==> src/hw/rtl/wsd_ram.sv <==
// Generic single-port-write, single-port-read RAM with registered read.
// No dependencies.
`default_nettype none
module wsd_ram #(
    parameter int unsigned WIDTH = 24,
    parameter int unsigned DEPTH = 64
) (
    input  wire logic                     clk,
    input  wire logic                     we,
    input  wire logic [$clog2(DEPTH)-1:0] waddr,
    input  wire logic [WIDTH-1:0]         wdata,
    input  wire logic [$clog2(DEPTH)-1:0] raddr,
    output logic      [WIDTH-1:0]         rdata
);
    logic [WIDTH-1:0] mem [DEPTH];

    always_ff @(posedge clk)
    begin
        if (we)
        begin
            mem[waddr] <= wdata;
        end
        rdata <= mem[raddr];
    end
endmodule
`default_nettype wire

==> config.mk <==
export PLATFORM = sky130hd
export DESIGN_NAME = wsd_ram
export DESIGN_NICKNAME = d
export VERILOG_FILES = /design/src/hw/rtl/wsd_ram.sv
export SDC_FILE = /design/constraint.sdc
export NUM_CORES = 1
export LEC_CHECK = 0
export BUFFER_PORTS_ARGS = -buffer_cell sky130_fd_sc_hd__buf_2
export CAP_MARGIN = 20
export CORE_ASPECT_RATIO = 2
export CORE_MARGIN = 1.5
export CORE_UTILIZATION = 35
export DETAILED_ROUTE_END_ITERATION = 8
export PLACE_DENSITY = 0.49
export SYNTH_ARGS = -nofsm -noshare
export SYNTH_HDL_FRONTEND = slang
export SYNTH_SLANG_ARGS = --single-unit
==> constraint.sdc <==
create_clock -name clk -period 6.4 [get_ports clk]
set_input_delay 0.64 -clock clk [delete_from_list [all_inputs] [get_ports clk]]
set_output_delay 0.64 -clock clk [all_outputs]
set_load 0.05 [all_outputs]
==> results.cfg <==
[status]
status = completed

[clocking]
cts_hold_buf = 0
h-tree-depth = 4
cts_buffer_depth = 4
cts_setup_buffers = 0
cts_resized = 0
path_clk_slew_ns = 0.07
cts_tree = built
cts.sinks = 1560
root_buffer = clkbuf_16
worstSkewPairLatency_ns = 0.78
numCtsBuffers = 144

[yosys]
synth_nets = 2648
synth_common_cells = 1536 x edfxtp_1, 355 x mux4_2, 95 x mux2i_1
synthFlopType = edfxtp_1
synth_xor_xnor_area_share_pct = 0
muxShareOfSynthArea_pct = 16.09
yosys.area.top_type_share_pct = 77.79
synth_compound_area_share_pct = 2.441
synth_area_leaders = edfxtp_1 78%, mux4_2 13%, mux2i_1 1.6%
netlist_area_mm2 = 0.05930
yosysSeqAreaShare_pct = 78.60
synth_cell_types = 40
syn_inst = 2610
synth_top_family_by_area = multiplexers
synth_simple_gate_area_share_pct = 1.557
synth_edf_count = 1536
ys_ff_latch = 1560
synth_async_sr_flop_share_pct = 0
yosysMostFrequentCell = edfxtp_1
ys_warn_count = 0
synthAdderAreaFrac_pct = 0
synth_area_per_cell_um2 = 22.72
yosysTopAreaCell = edfxtp_1

[power]
total_power_mw = 20.60
p_leak_nw = 20.71
vdd_ir_drop_max_mv = 0.1916
p_per_area_mw_per_mm2 = 306.8

[timing]
finalSetupTns_ns = 0
rsz0062_at_grt = false
tightest_slew_ns = 1.203
slew_viol_final = 0
setup_viol = 0
hold_viol_final = 0
period_needed_ns = 3.360
clock_skew_ns = 0.02224
period_share_pct = 52.50
fmax_mhz = 297.6
max_slew_margin_pct = 19.77

[die]
coreArea_mm2 = 0.1682
ios = 62
num_rows = 213
die_w_um = 294.0
start_util_pct = 35.26
dieArea_mm2 = 0.1720
die_y_um = 585.1

[hold_path]
hold_depth = 1
hp-class = primary input to flop

[route]
remaining_drc_errors = 0
wl_per_cell_um = 31.89
first_pass_iters = 5
drt_iter0_drc = 2308
drt.antenna.violating_nets = 0
drt_wl_total_um = 164300
viasPerCell = 5.347
vias = 27540

[final_layout]
fin_area_mm2 = 0.06712
syn_to_final_growth_pct = 13.20
layout.nets = 2829
final_layout_size_suffix_gt1_share_pct = 29.09
n_fill_cell = 14770

[grt]
grt_pass1_vias = 29690
gr-total-overflow = 0
grt_first_pass_wirelength_um = 231300
antenna_found_initial = 9
grt_max_degree = 84
grt_usage_pct = 19.26

[worst_setup_path]
cp-end-kind = flop
cp.arrival_ns = 4.02
critPathLaunchType = primary input
cp_max_fo = 73
path_class = primary input to flop
rr_worst_depth = 5
cp_data_required_time_ns = 7.06

[placement]
gp_congestion = 0.7867
placedInstanceArea_mm2 = 0.06281
hpwl_um = 102700
io_buffers = 61

[run]
drv_cap = 0
-- kinds of logic (layout without fill, tap and decap cells) --
group / Yosys count / count (layout)
other: 0 / 3
flip-flops: 1560 / 1560
AND/OR/NAND/NOR: 196 / 196
multiplexers: 503 / 503
AO/OA/AOI/OAI: 207 / 207
buffers and inverters: 144 / 425
-- stage by stage --
step | worst slack (ns) | hold WS, ns | utilization [%] | instances
finish | 3.040 | 0.3595 | 39.91 | 5151
global route | 2.918 | 0.3337 | 39.91 | 5149
CTS | 3.045 | 0.3046 | 39.90 | 5146
floorplan | 3.163 | 0.7389 | - | 2610
global placement | 2.167 | 0.8479 | 37.33 | 4897
detailed placement | 2.198 | 0.8367 | 37.35 | 4900
-- power by group --
group,internal [mW],switching (mW),total (mW),leakage (nW)
logic,0.370,0.755,1.13,4.61
clock network,4.44,3.68,8.12,2.08
registers,11.3,0.0412,11.3,14.0
total,16.1,4.48,20.6,20.7
-- worst max-delay path, cell delays in order --
cell and delay [ns]:
buf_8 0.54, buf_12 0.51, and2_1 0.66, a221oi_1 0.24, a221oi_1 1.04, a31oi_1 0.10
o21a_1 0.16
-- path summary, 6_finish.rpt --
kind	start	to	slack, ns
setup reg to reg	mem[55][6]	rdata[6]	3.84
hold / removal	wdata[22]	mem[54][22]	0.36
setup / recovery	raddr[0]	rdata[6]	3.04
hold reg to reg	mem[54][23]	rdata[23]	0.85
-- sequential cells by signal, indices dropped and copies added, names as in the netlist --
| signal | cells |
|---|---|
| mem | 1536 |
| rdata | 24 |
-- per-layer routing --
layer  up-vias  share of wire [%]  GRT usage (%)
li1      11450                  -              -
met1     15110                 36          21.42
met3       262                3.4          2.136
met2       713                 56          36.62
met5         -              0.042              0
met4        10                4.6          8.396
-- cell type report --
| class | count | area [um^2] | share of cell area [%] |
|---|---|---|---|
| multi-input combinational | 906 | 12090 | 18.01 |
| timing repair buffer | 177 | 1306 | 1.946 |
| clock buffer | 184 | 3877 | 5.777 |
| antenna | 3 | 7.507 | 0.01118 |
| clock inverter | 62 | 404.1 | 0.6021 |
| inverter | 2 | 7.507 | 0.01118 |
| sequential | 1560 | 46600 | 69.43 |
| tap | 2257 | 2824 | 4.207 |
-- cells in the final DEF, fill, tap and decap left out, types with 36 or more instances in the layout --
cell | synthesis | final
a221oi_1 | 52 | 52
buf_2 | 45 | 57
buf_4 | 31 | 108
clkbuf_16 | 0 | 147
edfxtp_1 | 1536 | 1536
mux2_2 | 53 | 53
mux2i_1 | 95 | 95
mux4_2 | 355 | 355
nand2_1 | 36 | 36
nor2_2 | 0 | 60
o22ai_1 | 53 | 53
Note: power is estimated with default switching activity, not from simulation.
